`src/rtl/swt_pkg.sv`:
```
// Shared types and constants for the sleep / wake-up timer table.
// No dependencies; every other file of the block apart from swt_ram imports this package.
`default_nettype none

package swt_pkg;

  // Width of a tick count and the value that means "nothing pending"
  localparam int unsigned TIME_W = 63;

  typedef logic [TIME_W-1:0] tick_t;

  localparam tick_t TIME_MAX = '1;

  // Command codes of an input item
  typedef enum logic {
    CMD_SLEEP = 1'b0,
    CMD_TICK  = 1'b1
  } cmd_e;

  // Sequencer states
  typedef enum logic [1:0] {
    ST_IDLE,
    ST_WALK,
    ST_EMIT_RD,
    ST_EMIT_LD
  } state_e;

  // Flag bits of one result item, handed from the sequencer to the output stage
  typedef struct packed {
    logic woken_valid;
    logic last_of_run;
    logic status;
  } res_flags_t;

endpackage

`default_nettype wire

```
`src/rtl/swt_in_if.sv`:
```
// Input channel of the timer table: valid/ready handshake plus one command item.
// Depends on swt_pkg for the tick width.
`default_nettype none

interface swt_in_if #(
  parameter int unsigned ID_WIDTH = 8
);
  import swt_pkg::*;

  logic                valid;
  logic                ready;
  logic                command;
  logic [ID_WIDTH-1:0] task_id;
  tick_t               time_value;

  modport source (output valid, output command, output task_id, output time_value,
                  input ready);
  modport sink   (input valid, input command, input task_id, input time_value,
                  output ready);
endinterface

`default_nettype wire

```
`src/rtl/swt_out_if.sv`:
```
// Result channel of the timer table: valid/ready handshake plus one result item.
// Depends on swt_pkg for the tick width.
`default_nettype none

interface swt_out_if #(
  parameter int unsigned ID_WIDTH = 8
);
  import swt_pkg::*;

  logic                valid;
  logic                ready;
  logic [ID_WIDTH-1:0] woken_id;
  logic                woken_valid;
  logic                last_of_run;
  logic                status;
  tick_t               earliest_wake;

  modport source (output valid, output woken_id, output woken_valid, output last_of_run,
                  output status, output earliest_wake, input ready);
  modport sink   (input valid, input woken_id, input woken_valid, input last_of_run,
                  input status, input earliest_wake, output ready);
endinterface

`default_nettype wire

```
`src/rtl/swt_ram.sv`:
```
// Simple dual-port synchronous RAM: one write port, one read port, registered read data.
// No dependencies.
`default_nettype none

module swt_ram #(
  parameter  int unsigned DEPTH = 16,
  parameter  int unsigned WIDTH = 8,
  localparam int unsigned AW    = (DEPTH > 1) ? $clog2(DEPTH) : 1
) (
  input  wire logic             clk,
  input  wire logic             we,
  input  wire logic [AW-1:0]    waddr,
  input  wire logic [WIDTH-1:0] wdata,
  input  wire logic             re,
  input  wire logic [AW-1:0]    raddr,
  output logic      [WIDTH-1:0] rdata
);

  logic [WIDTH-1:0] mem [DEPTH];
  logic [WIDTH-1:0] rdata_r;

  // Write port
  always_ff @(posedge clk) begin
    if (we) begin
      mem[waddr] <= wdata;
    end
  end

  // Read port, data held until the next enabled read
  always_ff @(posedge clk) begin
    if (re) begin
      rdata_r <= mem[raddr];
    end
  end

  assign rdata = rdata_r;

endmodule

`default_nettype wire

```
`src/rtl/swt_ctrl.sv`:
```
// Sequencer of the timer table: appends sleeps, walks and compacts the entry RAM on a
// tick, queues woken ids and replays them as results. Depends on swt_pkg.
`default_nettype none

module swt_ctrl #(
  parameter  int unsigned TABLE_DEPTH = 16,
  parameter  int unsigned ID_WIDTH    = 8,
  localparam int unsigned AW          = (TABLE_DEPTH > 1) ? $clog2(TABLE_DEPTH) : 1,
  localparam int unsigned EW          = swt_pkg::TIME_W + ID_WIDTH
) (
  input  wire logic                  clk,
  input  wire logic                  rst_n,
  // input item
  input  wire logic                  in_valid,
  output logic                       in_ready,
  input  wire logic                  in_command,
  input  wire logic [ID_WIDTH-1:0]   in_task_id,
  input  wire swt_pkg::tick_t        in_time_value,
  // entry RAM
  output logic                       ent_we,
  output logic [AW-1:0]              ent_waddr,
  output logic [EW-1:0]              ent_wdata,
  output logic                       ent_re,
  output logic [AW-1:0]              ent_raddr,
  input  wire logic [EW-1:0]         ent_rdata,
  // woken-id queue RAM
  output logic                       q_we,
  output logic [AW-1:0]              q_waddr,
  output logic [ID_WIDTH-1:0]        q_wdata,
  output logic                       q_re,
  output logic [AW-1:0]              q_raddr,
  input  wire logic [ID_WIDTH-1:0]   q_rdata,
  // result to the output stage
  input  wire logic                  res_free,
  output logic                       res_load,
  output logic [ID_WIDTH-1:0]        res_id,
  output swt_pkg::res_flags_t        res_flags,
  output swt_pkg::tick_t             res_earliest
);
  import swt_pkg::*;

  localparam int unsigned CW = $clog2(TABLE_DEPTH + 1);
  localparam logic [CW-1:0] DEPTH_C = CW'(TABLE_DEPTH);
  localparam logic [CW-1:0] ONE_C   = CW'(1);

  state_e        state_r,    state_nxt;
  logic [CW-1:0] count_r,    count_nxt;
  tick_t         earliest_r, earliest_nxt;
  tick_t         tick_r,     tick_nxt;
  tick_t         min_r,      min_nxt;
  logic [CW-1:0] rd_idx_r,   rd_idx_nxt;
  logic [CW-1:0] keep_r,     keep_nxt;
  logic [CW-1:0] nw_r,       nw_nxt;
  logic [CW-1:0] j_r,        j_nxt;
  logic          pend_r,     pend_nxt;

  logic          accept;
  tick_t         ent_tick;
  logic [ID_WIDTH-1:0] ent_id;
  logic          none_woken;
  logic          is_last;
  logic [CW-1:0] j_inc;

  assign accept     = in_valid && in_ready;
  assign ent_tick   = ent_rdata[EW-1:ID_WIDTH];
  assign ent_id     = ent_rdata[ID_WIDTH-1:0];
  assign none_woken = (nw_r == '0);
  assign j_inc      = j_r + ONE_C;
  assign is_last    = none_woken || (j_inc == nw_r);

  // State and control registers
  always_ff @(posedge clk) begin
    if (!rst_n) begin
      state_r    <= ST_IDLE;
      count_r    <= '0;
      earliest_r <= TIME_MAX;
      rd_idx_r   <= '0;
      keep_r     <= '0;
      nw_r       <= '0;
      j_r        <= '0;
      pend_r     <= 1'b0;
    end else begin
      state_r    <= state_nxt;
      count_r    <= count_nxt;
      earliest_r <= earliest_nxt;
      rd_idx_r   <= rd_idx_nxt;
      keep_r     <= keep_nxt;
      nw_r       <= nw_nxt;
      j_r        <= j_nxt;
      pend_r     <= pend_nxt;
    end
  end

  // Walk payload registers
  always_ff @(posedge clk) begin
    tick_r <= tick_nxt;
    min_r  <= min_nxt;
  end

  // Next state and datapath control
  always_comb begin
    state_nxt    = state_r;
    count_nxt    = count_r;
    earliest_nxt = earliest_r;
    tick_nxt     = tick_r;
    min_nxt      = min_r;
    rd_idx_nxt   = rd_idx_r;
    keep_nxt     = keep_r;
    nw_nxt       = nw_r;
    j_nxt        = j_r;
    pend_nxt     = pend_r;

    in_ready     = 1'b0;
    ent_we       = 1'b0;
    ent_waddr    = count_r[AW-1:0];
    ent_wdata    = {in_time_value, in_task_id};
    ent_re       = 1'b0;
    ent_raddr    = rd_idx_r[AW-1:0];
    q_we         = 1'b0;
    q_waddr      = nw_r[AW-1:0];
    q_wdata      = ent_id;
    q_re         = 1'b0;
    q_raddr      = j_r[AW-1:0];
    res_load     = 1'b0;
    res_id       = '0;
    res_flags    = '{woken_valid: 1'b0, last_of_run: 1'b1, status: 1'b0};
    res_earliest = earliest_r;

    case (state_r)
      ST_IDLE: begin
        in_ready = res_free;
        if (accept) begin
          if (in_command == CMD_SLEEP) begin
            // Append the entry, or refuse when the table is full
            res_load = 1'b1;
            if (count_r >= DEPTH_C) begin
              res_flags.status = 1'b1;
            end else begin
              ent_we    = 1'b1;
              count_nxt = count_r + ONE_C;
              if (in_time_value < earliest_r) begin
                earliest_nxt = in_time_value;
              end
              res_earliest = earliest_nxt;
            end
          end else begin
            // Start the walk over the table
            tick_nxt   = in_time_value;
            min_nxt    = TIME_MAX;
            rd_idx_nxt = '0;
            keep_nxt   = '0;
            nw_nxt     = '0;
            pend_nxt   = 1'b0;
            state_nxt  = ST_WALK;
          end
        end
      end

      ST_WALK: begin
        // Retire the entry read last cycle: queue its id or compact it down
        if (pend_r) begin
          if (ent_tick <= tick_r) begin
            q_we   = 1'b1;
            nw_nxt = nw_r + ONE_C;
          end else begin
            ent_we    = 1'b1;
            ent_waddr = keep_r[AW-1:0];
            ent_wdata = ent_rdata;
            keep_nxt  = keep_r + ONE_C;
            if (ent_tick < min_r) begin
              min_nxt = ent_tick;
            end
          end
        end
        // Issue the next read
        if (rd_idx_r < count_r) begin
          ent_re     = 1'b1;
          rd_idx_nxt = rd_idx_r + ONE_C;
          pend_nxt   = 1'b1;
        end else begin
          pend_nxt = 1'b0;
        end
        // Close the walk once every entry is retired
        if (!pend_r && (rd_idx_r == count_r)) begin
          count_nxt    = keep_r;
          earliest_nxt = min_r;
          j_nxt        = '0;
          state_nxt    = ST_EMIT_RD;
        end
      end

      ST_EMIT_RD: begin
        q_re      = 1'b1;
        state_nxt = ST_EMIT_LD;
      end

      ST_EMIT_LD: begin
        // Hand one woken id (or the empty result) to the output stage
        if (res_free) begin
          res_load              = 1'b1;
          res_id                = none_woken ? '0 : q_rdata;
          res_flags.woken_valid = !none_woken;
          res_flags.last_of_run = is_last;
          if (is_last) begin
            state_nxt = ST_IDLE;
          end else begin
            j_nxt     = j_inc;
            state_nxt = ST_EMIT_RD;
          end
        end
      end

      default: begin
        state_nxt = ST_IDLE;
      end
    endcase
  end

`ifndef SYNTHESIS
  a_count_bound: assert property (@(posedge clk) disable iff (!rst_n)
    count_r <= DEPTH_C)
    else $error("entry count exceeds table depth");

  a_walk_balance: assert property (@(posedge clk) disable iff (!rst_n)
    (state_r == ST_WALK) |->
      (({1'b0, keep_r} + {1'b0, nw_r} + (CW+1)'(pend_r)) == {1'b0, rd_idx_r}))
    else $error("walk lost or duplicated an entry");

  a_keep_behind_read: assert property (@(posedge clk) disable iff (!rst_n)
    (state_r == ST_WALK) |-> (keep_r <= rd_idx_r))
    else $error("compaction write overtook the read pointer");

  a_load_only_free: assert property (@(posedge clk) disable iff (!rst_n)
    res_load |-> res_free)
    else $error("result loaded into an occupied output stage");

  a_emit_in_range: assert property (@(posedge clk) disable iff (!rst_n)
    (state_r == ST_EMIT_LD && !none_woken) |-> (j_r < nw_r))
    else $error("replay index beyond woken count");
`endif

endmodule

`default_nettype wire

```
`src/rtl/sleep_wakeup_timer_table_top.sv`:
```
// Top level of the sleep / wake-up timer table: sequencer, entry RAM, woken-id queue
// and the output register. Depends on swt_pkg, swt_in_if, swt_out_if, swt_ram, swt_ctrl.
//
// The block keeps up to TABLE_DEPTH sleeping tasks (id plus wake tick) in insertion
// order in a single-port-read entry RAM. A sleep item returns one result; when the
// table is full it is refused with status 1. A tick item walks the table one entry per
// cycle through the entry RAM's read port, compacting survivors in place and queueing
// woken ids, then replays the queue: each id is read from the queue RAM and then loaded
// into the output register, waiting while that register is occupied. Every result of a
// tick carries the earliest pending wake tick after the tick, all ones when the table is
// empty. The output register holds the last result; the next item is taken once that
// result has left, or in the cycle in which it is taken.
`default_nettype none

module sleep_wakeup_timer_table_top #(
  parameter int unsigned TABLE_DEPTH = 16,
  parameter int unsigned ID_WIDTH    = 8
) (
  input  wire logic clk,
  input  wire logic rst_n,
  swt_in_if.sink    in_if,
  swt_out_if.source out_if
);
  import swt_pkg::*;

  localparam int unsigned AW = (TABLE_DEPTH > 1) ? $clog2(TABLE_DEPTH) : 1;
  localparam int unsigned EW = TIME_W + ID_WIDTH;

  logic                ent_we, ent_re;
  logic [AW-1:0]       ent_waddr, ent_raddr;
  logic [EW-1:0]       ent_wdata, ent_rdata;
  logic                q_we, q_re;
  logic [AW-1:0]       q_waddr, q_raddr;
  logic [ID_WIDTH-1:0] q_wdata, q_rdata;

  logic                res_free, res_load;
  logic [ID_WIDTH-1:0] res_id;
  res_flags_t          res_flags;
  tick_t               res_earliest;

  logic                out_valid_r;
  logic [ID_WIDTH-1:0] out_id_r;
  res_flags_t          out_flags_r;
  tick_t               out_earliest_r;

  swt_ctrl #(
    .TABLE_DEPTH (TABLE_DEPTH),
    .ID_WIDTH    (ID_WIDTH)
  ) u_ctrl (
    .clk           (clk),
    .rst_n         (rst_n),
    .in_valid      (in_if.valid),
    .in_ready      (in_if.ready),
    .in_command    (in_if.command),
    .in_task_id    (in_if.task_id),
    .in_time_value (in_if.time_value),
    .ent_we        (ent_we),
    .ent_waddr     (ent_waddr),
    .ent_wdata     (ent_wdata),
    .ent_re        (ent_re),
    .ent_raddr     (ent_raddr),
    .ent_rdata     (ent_rdata),
    .q_we          (q_we),
    .q_waddr       (q_waddr),
    .q_wdata       (q_wdata),
    .q_re          (q_re),
    .q_raddr       (q_raddr),
    .q_rdata       (q_rdata),
    .res_free      (res_free),
    .res_load      (res_load),
    .res_id        (res_id),
    .res_flags     (res_flags),
    .res_earliest  (res_earliest)
  );

  // Entry table: {wake tick, task id} per slot
  swt_ram #(
    .DEPTH (TABLE_DEPTH),
    .WIDTH (EW)
  ) u_entry_ram (
    .clk   (clk),
    .we    (ent_we),
    .waddr (ent_waddr),
    .wdata (ent_wdata),
    .re    (ent_re),
    .raddr (ent_raddr),
    .rdata (ent_rdata)
  );

  // Woken ids of the current tick, in table order
  swt_ram #(
    .DEPTH (TABLE_DEPTH),
    .WIDTH (ID_WIDTH)
  ) u_wake_queue (
    .clk   (clk),
    .we    (q_we),
    .waddr (q_waddr),
    .wdata (q_wdata),
    .re    (q_re),
    .raddr (q_raddr),
    .rdata (q_rdata)
  );

  // Output register: free when empty or being taken this cycle
  assign res_free = !out_valid_r || out_if.ready;

  always_ff @(posedge clk) begin
    if (!rst_n) begin
      out_valid_r <= 1'b0;
    end else if (res_load) begin
      out_valid_r <= 1'b1;
    end else if (out_if.ready) begin
      out_valid_r <= 1'b0;
    end
  end

  // Hold the result payload until the next load
  always_ff @(posedge clk) begin
    if (res_load) begin
      out_id_r       <= res_id;
      out_flags_r    <= res_flags;
      out_earliest_r <= res_earliest;
    end
  end

  assign out_if.valid         = out_valid_r;
  assign out_if.woken_id      = out_id_r;
  assign out_if.woken_valid   = out_flags_r.woken_valid;
  assign out_if.last_of_run   = out_flags_r.last_of_run;
  assign out_if.status        = out_flags_r.status;
  assign out_if.earliest_wake = out_earliest_r;

endmodule

`default_nettype wire

```
`src/flat_wrapper.sv`:
```
// flat-port wrapper written by rule: the top's interface ports become plain ports
module sleep_wakeup_timer_table_top_flat import swt_pkg::*;
#(
  parameter int unsigned TABLE_DEPTH = 16,
  parameter int unsigned ID_WIDTH    = 8
)
  (clk, rst_n, in_if_valid, in_if_command, in_if_task_id, in_if_time_value, in_if_ready, out_if_valid, out_if_woken_id, out_if_woken_valid, out_if_last_of_run, out_if_status, out_if_earliest_wake, out_if_ready);
  swt_in_if #(.ID_WIDTH(ID_WIDTH)) in_if_i ();
  swt_out_if #(.ID_WIDTH(ID_WIDTH)) out_if_i ();
  input  wire logic clk;
  input  wire logic rst_n;
  input wire logic [$bits(in_if_i.valid)-1:0] in_if_valid;
  input wire logic [$bits(in_if_i.command)-1:0] in_if_command;
  input wire logic [$bits(in_if_i.task_id)-1:0] in_if_task_id;
  input wire logic [$bits(in_if_i.time_value)-1:0] in_if_time_value;
  output wire logic [$bits(in_if_i.ready)-1:0] in_if_ready;
  output wire logic [$bits(out_if_i.valid)-1:0] out_if_valid;
  output wire logic [$bits(out_if_i.woken_id)-1:0] out_if_woken_id;
  output wire logic [$bits(out_if_i.woken_valid)-1:0] out_if_woken_valid;
  output wire logic [$bits(out_if_i.last_of_run)-1:0] out_if_last_of_run;
  output wire logic [$bits(out_if_i.status)-1:0] out_if_status;
  output wire logic [$bits(out_if_i.earliest_wake)-1:0] out_if_earliest_wake;
  input wire logic [$bits(out_if_i.ready)-1:0] out_if_ready;
  assign in_if_i.valid = in_if_valid;
  assign in_if_i.command = in_if_command;
  assign in_if_i.task_id = in_if_task_id;
  assign in_if_i.time_value = in_if_time_value;
  assign in_if_ready = in_if_i.ready;
  assign out_if_valid = out_if_i.valid;
  assign out_if_woken_id = out_if_i.woken_id;
  assign out_if_woken_valid = out_if_i.woken_valid;
  assign out_if_last_of_run = out_if_i.last_of_run;
  assign out_if_status = out_if_i.status;
  assign out_if_earliest_wake = out_if_i.earliest_wake;
  assign out_if_i.ready = out_if_ready;
  sleep_wakeup_timer_table_top #(.TABLE_DEPTH(TABLE_DEPTH), .ID_WIDTH(ID_WIDTH)) u_core (.clk(clk), .rst_n(rst_n), .in_if(in_if_i), .out_if(out_if_i));
endmodule
```
`config.mk`:
```
export PLATFORM = sky130hd
export DESIGN_NAME = sleep_wakeup_timer_table_top_flat
export DESIGN_NICKNAME = d
export VERILOG_FILES = /design/src/rtl/swt_pkg.sv /design/src/rtl/swt_in_if.sv /design/src/rtl/swt_out_if.sv /design/src/rtl/swt_ram.sv /design/src/rtl/swt_ctrl.sv /design/src/rtl/sleep_wakeup_timer_table_top.sv /design/src/flat_wrapper.sv
export SDC_FILE = /design/constraint.sdc
export NUM_CORES = 2
export LEC_CHECK = 0
export BUFFER_PORTS_ARGS = -buffer_cell sky130_fd_sc_hd__buf_2
export CAP_MARGIN = 15
export CORE_ASPECT_RATIO = 0.6
export CORE_MARGIN = 2
export CORE_UTILIZATION = 60
export CTS_CLUSTER_DIAMETER = 80
export CTS_CLUSTER_SIZE = 24
export DETAILED_ROUTE_END_ITERATION = 8
export GPL_TIMING_DRIVEN = 0
export HOLD_SLACK_MARGIN = 0.02
export PLACE_DENSITY_LB_ADDON = 0.25
export SKIP_CTS_REPAIR_TIMING = 1
export SYNTH_ARGS = -nofsm -noshare
export SYNTH_HDL_FRONTEND = slang
export SYNTH_SLANG_ARGS = --single-unit
```
`constraint.sdc`:
```
create_clock -name clk -period 11.67 [get_ports clk]
set_clock_uncertainty 0.15 [all_clocks]
set_input_delay 1.167 -clock clk [delete_from_list [all_inputs] [get_ports clk]]
set_output_delay 1.167 -clock clk [all_outputs]
set_load 0.005 [all_outputs]
```
# Word level (Yosys, flattened, before mapping)
# Memories as Yosys holds them, arrays and structs flattened. A register that Yosys moved wholly into a read port is not among the register bits.
# Cells that the tools add are included.
dict set report totals {
  ram_bits 1264
  wordCells 145
  register_bits 292
  mem_count 2
}
dict set report classes {
  n_eq_ne 17
  addsub 5
  n_mux 71
  bitwise_logic 4
  order_cmp 5
  reduce_logical 25
}
# memory depth width read_ports rd_clocked_by_memory_dff write_ports line
set memory_table {}
lappend memory_table {u_core.u_entry_ram.mem 16 71 1 1 1 swt_ram.sv:19} ;# logic [WIDTH-1:0] mem [DEPTH];
lappend memory_table {u_core.u_wake_queue.mem 16 8 1 1 1 swt_ram.sv:19}
# cell n
set op_table {}
lappend op_table {{$mux W63} 11}
lappend op_table {{$pmux W63 S2} 2}
lappend op_table {{$mux W71} 3}
lappend op_table {{$lt A63 B63 Y1} 2}
lappend op_table {{$mux W5} 14}
lappend op_table {{$le A63 B63 Y1} 1}
lappend op_table {{$pmux W5 S2} 5}
lappend op_table {{$add A5 B1 Y5 const B} 5}
lappend op_table {{$mux W1} 24}
lappend op_table {{$ne A2 B2 Y1 const B} 12}
lappend op_table {{$reduce_and A5 Y1} 3}
lappend op_table {{$mux W4} 3}
lappend op_table {{$reduce_and A4 Y1} 3}
lappend op_table {{$eq A5 B5 Y1} 2}
lappend op_table {{$mux W2} 5}
lappend op_table {{$pmux W2 S4} 1}
lappend op_table {{$pmux W1 S2} 3}
lappend op_table {{$reduce_and A3 Y1} 2}
lappend op_table {{$reduce_and A6 Y1} 1}
lappend op_table {{$reduce_bool A2 Y1} 3}
lappend op_table {{$reduce_or A3 Y1} 2}
lappend op_table {{$ge A5 B5 Y1 const B} 1}
lappend op_table {{$logic_not A5 Y1} 1}
lappend op_table {{$lt A5 B5 Y1} 1}
lappend op_table {{other kinds (8)} 17}

# Logic depth before layout (Yosys ltp)
dict set report depth {
  depth_word 8
  ltp_mapped 14
  mapped_depth_nobuf 10
}

# Cells and area by module
# Synthesis repeated with hierarchy kept, for this count alone.
dict set report hier_totals {
  cells_unflattened 3910
  area_unflattened_um2 68385.6
}
# mod instances area_each_um2 seq_area_each_um2 cells_per_inst
set by_module_without_submodules {}
lappend by_module_without_submodules {{swt_ram at u_core.u_entry_ram} 1 44625.3 36244.8 1826}
lappend by_module_without_submodules {swt_ctrl 1 16261.8 5605.4 1777}
lappend by_module_without_submodules {{swt_ram at u_core.u_wake_queue} 1 5227.5 4083.9 229}
lappend by_module_without_submodules {sleep_wakeup_timer_table_top 1 2270.9 2242.2 78}

# Least setup slack after synthesis
# No wires, ideal clock.
dict set report synth_timing {
  kind {input-to-reg}
  from {input port out_if_ready}
  to {register u_core.u_ctrl.min_r[0], enable pin}
  required_ns 10.949
  path_stages 8
  arrival_time_ns 8.294
  n_path_buf 0
  slack_ns 2.655
  cell_sequence {nand2b_1 > and2_1 > and3_1 > o21bai_1 > nand2_1 > nor3_1 > nand3_1 > o21ai_0}
}
dict set report synth_via {
  elab_chain_len 5
}
# item line
set synth_lines {}
lappend synth_lines {{from (decl)} flat_wrapper.sv:23} ;# input wire logic [$bits(out_if_i.ready)-1:0] out_if_ready;
lappend synth_lines {{$logic_or A1 B1 Y1} sleep_wakeup_timer_table_top.sv:105} ;# assign res_free = !out_valid_r || out_if.ready;
lappend synth_lines {{$mux W1} swt_ctrl.sv:129} ;# case (state_r)
lappend synth_lines {{net in_if_ready} flat_wrapper.sv:16} ;# output wire logic [$bits(in_if_i.ready)-1:0] in_if_ready;
lappend synth_lines {{$logic_and A1 B1 Y1} swt_ctrl.sv:64} ;# assign accept = in_valid && in_ready;
lappend synth_lines {{$ne A2 B2 Y1 (no source line)} n/a}
lappend synth_lines {{$reduce_and A6 Y1 (no source line)} n/a}
lappend synth_lines {{to (signal assigned)} swt_ctrl.sv:97} ;# min_r <= min_nxt;
lappend synth_lines {{to (decl)} swt_ctrl.sv:50} ;# tick_t min_r, min_nxt;
# The timed path passes the listed nets, and every way through them passes these cells.
# A chain may end at the register's enable or synchronous reset.

# Worst setup path after layout
dict set report layout_timing {
  from {register u_core.u_entry_ram.rdata_r[70], in the netlist u_core.u_entry_ram.rdata[70], read port of u_core.u_entry_ram.mem}
  to {memory u_core.u_entry_ram.mem[9][23] (netlist name), enable pin}
}
dict set report layout_via {
  elab_chain_len 6
  word_cells_on_any_way 9
  classes_between {order compare (1); mux (8)}
}
# item line
set layout_lines {}
lappend layout_lines {{from (decl)} swt_ram.sv:20} ;# logic [WIDTH-1:0] rdata_r;
lappend layout_lines {{$le A63 B63 Y1 *} swt_ctrl.sv:162} ;# if (ent_tick <= tick_r) begin
lappend layout_lines {{$mux W1} swt_ctrl.sv:162}
lappend layout_lines {{$mux W1} swt_ctrl.sv:161} ;# if (pend_r) begin
lappend layout_lines {{$pmux W1 S2} swt_ctrl.sv:129}
lappend layout_lines {{$mux W1} swt_ram.sv:24} ;# if (we) begin
lappend layout_lines {{$mux W1 (not written as such)} swt_ram.sv:25} ;# mem[waddr] <= wdata;
lappend layout_lines {{to (decl)} swt_ram.sv:19}
# Every way passes the cells marked *; elsewhere a longest branch is shown, timed or not.

==> results.py <==
metrics = {
    "timing": {
        "hold_violations": 0,
        "period_share_pct": 59.42,
        "worstMarginPinSlew_ns": 1.343,
        "drv_slew": 0,
        "max_slew_margin_pct": 10.48,
        "grt_setup_unrepaired": "false",
        "fmax_mhz": 144.2,
        "fin_crit_ns": 6.934,
        "setup_viol": 0,
        "final.setup.tns_ns": 0,
    },
    "critical_path": {
        "critPathLaunch": "u_core.u_entry_ram.rdata[70]$_DFFE_PP_",
        "cpPeakStageDelay_ns": 0.94,
        "worst_r2r_path_depth": 13,
        "path_cells": "ha_1 > nand4_1 > nor3_1 > buf_4 > nand3_1 > a311oi_2 > nor4_4 > nor3_4 > buf_4 > mux2i_1 > nor2_4 > buf_12 > buf_12",
        "crit_arrival_ns": 7.18,
        "cp.depth": 13,
        "critPathSlowestCell": "nor3_4",
        "path_delay_family": "simple AND/OR/NAND/NOR gates",
        "worstSetupStartpointType": "flop",
        "critPathCaptureType": "flop",
        "path_class": "reg -> reg",
        "rrSetupSlack_ns": 4.74,
        "worst_ep_required_time_ns": 11.92,
        "crit_end": "u_core.u_entry_ram.mem[9][23]$_DFFE_PP_",
        "rr_startpoint": "u_core.u_entry_ram.rdata[70]$_DFFE_PP_",
        "r2r-end": "u_core.u_entry_ram.mem[9][23]$_DFFE_PP_",
        "crit_buf_inv": 4,
        "crit_fanout": 23,
    },
    "yosys": {
        "syn_inst": 3797,
        "syn_nets": 4078,
        "ys_warn_count": 0,
        "synth_area_leaders": "edfxtp_1 68%, mux4_2 13%, ha_1 3.8%",
        "synth_area_mm2": 0.06825,
        "yosysTopAreaCell": "edfxtp_1",
        "yosysTopAreaCellShare_pct": 67.89,
        "yosysMostFrequentCell": "edfxtp_1",
        "async_reset_ff_share_pct": 0,
        "synthDistinctLibCells": 68,
        "seq_area_frac_synth_pct": 70.59,
        "ys_top_cells_by_count": "1543 x edfxtp_1, 395 x mux4_2, 209 x inv_1",
        "avgSynthCellArea_um2": 17.98,
        "synth_edf_count": 1543,
        "ys_ff_latch": 1635,
        "synth_flop_cell": "edfxtp_1",
    },
    "global_routing": {
        "grt_pass1_wl_um": 259700,
        "globalRoute.totalOverflow": 0,
        "grt_max_degree": 44,
        "grt_antenna_before_repair": 13,
        "first_global_vias": 36792,
        "grt_use_total_pct": 31.43,
    },
    "run_status": {
        "status": "complete, no violations",
    },
    "finish": {
        "fin_nets": 4408,
        "seqCellArea_mm2": 0.04818,
        "fillers": 7307,
        "layout-drive-gt1-share_pct": 19.93,
        "final_cell_area_mm2": 0.07521,
        "syn2layout_area_growth_pct": 10.20,
        "multi_input_area_mm2": 0.01862,
    },
    "detailed_routing": {
        "avgViaCountPerCell": 6.758,
        "dr.pass1.iters": 5,
        "drc": 0,
        "wl_per_cell_um": 31.89,
        "first_iter_violations": 5757,
        "antenna_left": 0,
        "vias": 38424,
        "wirelength_um": 181400,
    },
    "pwr": {
        "powerDensity_mw_per_mm2": 169.9,
        "power_leakage_uw": 0.02474,
        "ir_drop_v": 0.0001284,
        "p_total_uw": 12780,
    },
    "placement": {
        "hpwl_um": 124400,
        "placed_area_mm2": 0.07273,
        "gp_congestion": 0.9399,
        "port-buffer-count": 150,
    },
    "clock_tree": {
        "cts_root_buf": "clkbuf_16",
        "cts_buffers": 78,
        "clk_latency_ns": 0.74,
        "cts_sinks": 1635,
        "htreeDepth": 3,
        "clk_pin_slew_ns": 0.09,
        "cts_tree": "yes",
        "cts.path.max_buffers": 3,
    },
    "hold_path": {
        "hold_depth": 2,
        "holdCritPathClass": "reg -> reg",
    },
    "floorplan": {
        "row_count": 95,
        "coreArea_mm2": 0.1123,
        "initial_utilization_pct": 60.76,
        "die-height_um": 265.3,
        "die_area_mm2": 0.1166,
        "fp.dieW_um": 439.4,
        "ios": 152,
    },
    "job": {
        "max_cap_violations": 0,
    },
}
## worst min-delay path by stage
stage                                                     start                                    end  slack, ns
after floorplan               u_core.u_ctrl.j_r[4]$_SDFFE_PN0P_      u_core.u_ctrl.j_r[4]$_SDFFE_PN0P_       0.30
after global placement        u_core.u_ctrl.j_r[4]$_SDFFE_PN0P_      u_core.u_ctrl.j_r[4]$_SDFFE_PN0P_       0.31
after detailed placement  u_core.u_ctrl.count_r[4]$_SDFFE_PN0P_  u_core.u_ctrl.count_r[4]$_SDFFE_PN0P_       0.34
after CTS                 u_core.u_ctrl.count_r[4]$_SDFFE_PN0P_  u_core.u_ctrl.count_r[4]$_SDFFE_PN0P_       0.35
after global routing      u_core.u_ctrl.count_r[4]$_SDFFE_PN0P_  u_core.u_ctrl.count_r[4]$_SDFFE_PN0P_       0.40
final                     u_core.u_ctrl.count_r[4]$_SDFFE_PN0P_  u_core.u_ctrl.count_r[4]$_SDFFE_PN0P_       0.34
## registers in the layout, indices dropped and copies added, names as in the netlist, 2 cells and up
name                         count
u_core.u_ctrl.state_r            2
u_core.u_ctrl.keep_r             5
u_core.out_if.earliest_wake     63
u_core.u_entry_ram.rdata        71
u_core.u_ctrl.min_r             63
u_core.u_entry_ram.mem        1136
u_core.u_ctrl.earliest_r        63
u_core.u_ctrl.count_r            5
u_core.u_wake_queue.mem        128
u_core.u_wake_queue.rdata        8
u_core.u_ctrl.tick_r            63
u_core.u_ctrl.nw_r               5
u_core.out_if.woken_id           8
u_core.u_ctrl.rd_idx_r           5
u_core.u_ctrl.j_r                5
## logic make-up (layout without fill, tap and decap cells)
kind of cell               after synthesis  count (layout)  synth area share [%]
DFF                                   1635            1635                 70.59
muxes                                  478             478                 14.39
adders and majority gates              205             205                 3.758
buffers and inverters                  405             787                 2.383
xor gates and xnor gates                12              12                0.1961
AOI/OAI and AO/OA                      401             401                 3.852
and+or+nand+nor                        661             661                 4.840
other                                    0               4                     0
## power by group
group | switching [uW] | leakage, uW | internal, uW | total [uW]
clock | 1790 | 0.00108 | 1310 | 3100
sequential | 259 | 0.0146 | 6920 | 7180
combinational | 1620 | 0.00907 | 874 | 2490
total | 3670 | 0.0247 | 9110 | 12800
## tightest hold or removal path: stages, from the launching register on
cell	delay, ns
dfxtp_1	0.33
o21ai_0	0.07
a21oi_1	0.06
## placed cells by master (no fill, tap or decap), drive strengths merged, types with 10 or more instances in the layout
cell type	synthesis	layout
mux4	395	395
o311a	63	63
mux2	73	73
o21ai	165	165
nand2	64	64
nand2b	70	70
inv	210	215
mux2i	10	10
and2	15	15
nor3	86	86
a21oi	70	70
clkbuf	129	255
ha	205	205
nand4	43	43
buf	66	316
edfxtp	1543	1543
nor2	183	183
a21o	51	51
dfxtp	92	92
and3	12	12
nor2b	11	11
nand3	145	145
## through the flow
step | worst slack, ns | utilization (%) | std cells | hold WS [ns]
3_3_place_gp | -3.838 | 63.10 | 5450 | 0.3130
3_5_place_dp | 5.040 | 64.75 | 5535 | 0.3371
4_1_cts | 4.891 | 66.76 | 5667 | 0.3482
6_report | 4.736 | 66.96 | 5686 | 0.3419
5_1_grt | 4.805 | 66.96 | 5686 | 0.3972
2_1_floorplan | 2.655 | - | 3797 | 0.2986
## layer usage
metal,share of wire [%],global-route usage (%),vias up
met3,13,9.036,278
met1,40,48.10,19648
met2,44,44.95,2692
li1,-,-,15800
met4,2.7,8.052,6
met5,0.026,0,-
## layout make-up
cell class | count | area share, %
diodes | 4 | 0.01331
inverters | 210 | 1.048
multi-input cells | 1757 | 24.76
flip-flops and latches | 1635 | 64.05
well taps | 1503 | 2.500
repair buffers | 250 | 3.515
clock inverters | 6 | 0.07985
plain buffers | 195 | 1.116
clock buffers | 126 | 2.919
No activity file was read; power rests on OpenSTA's default activity.
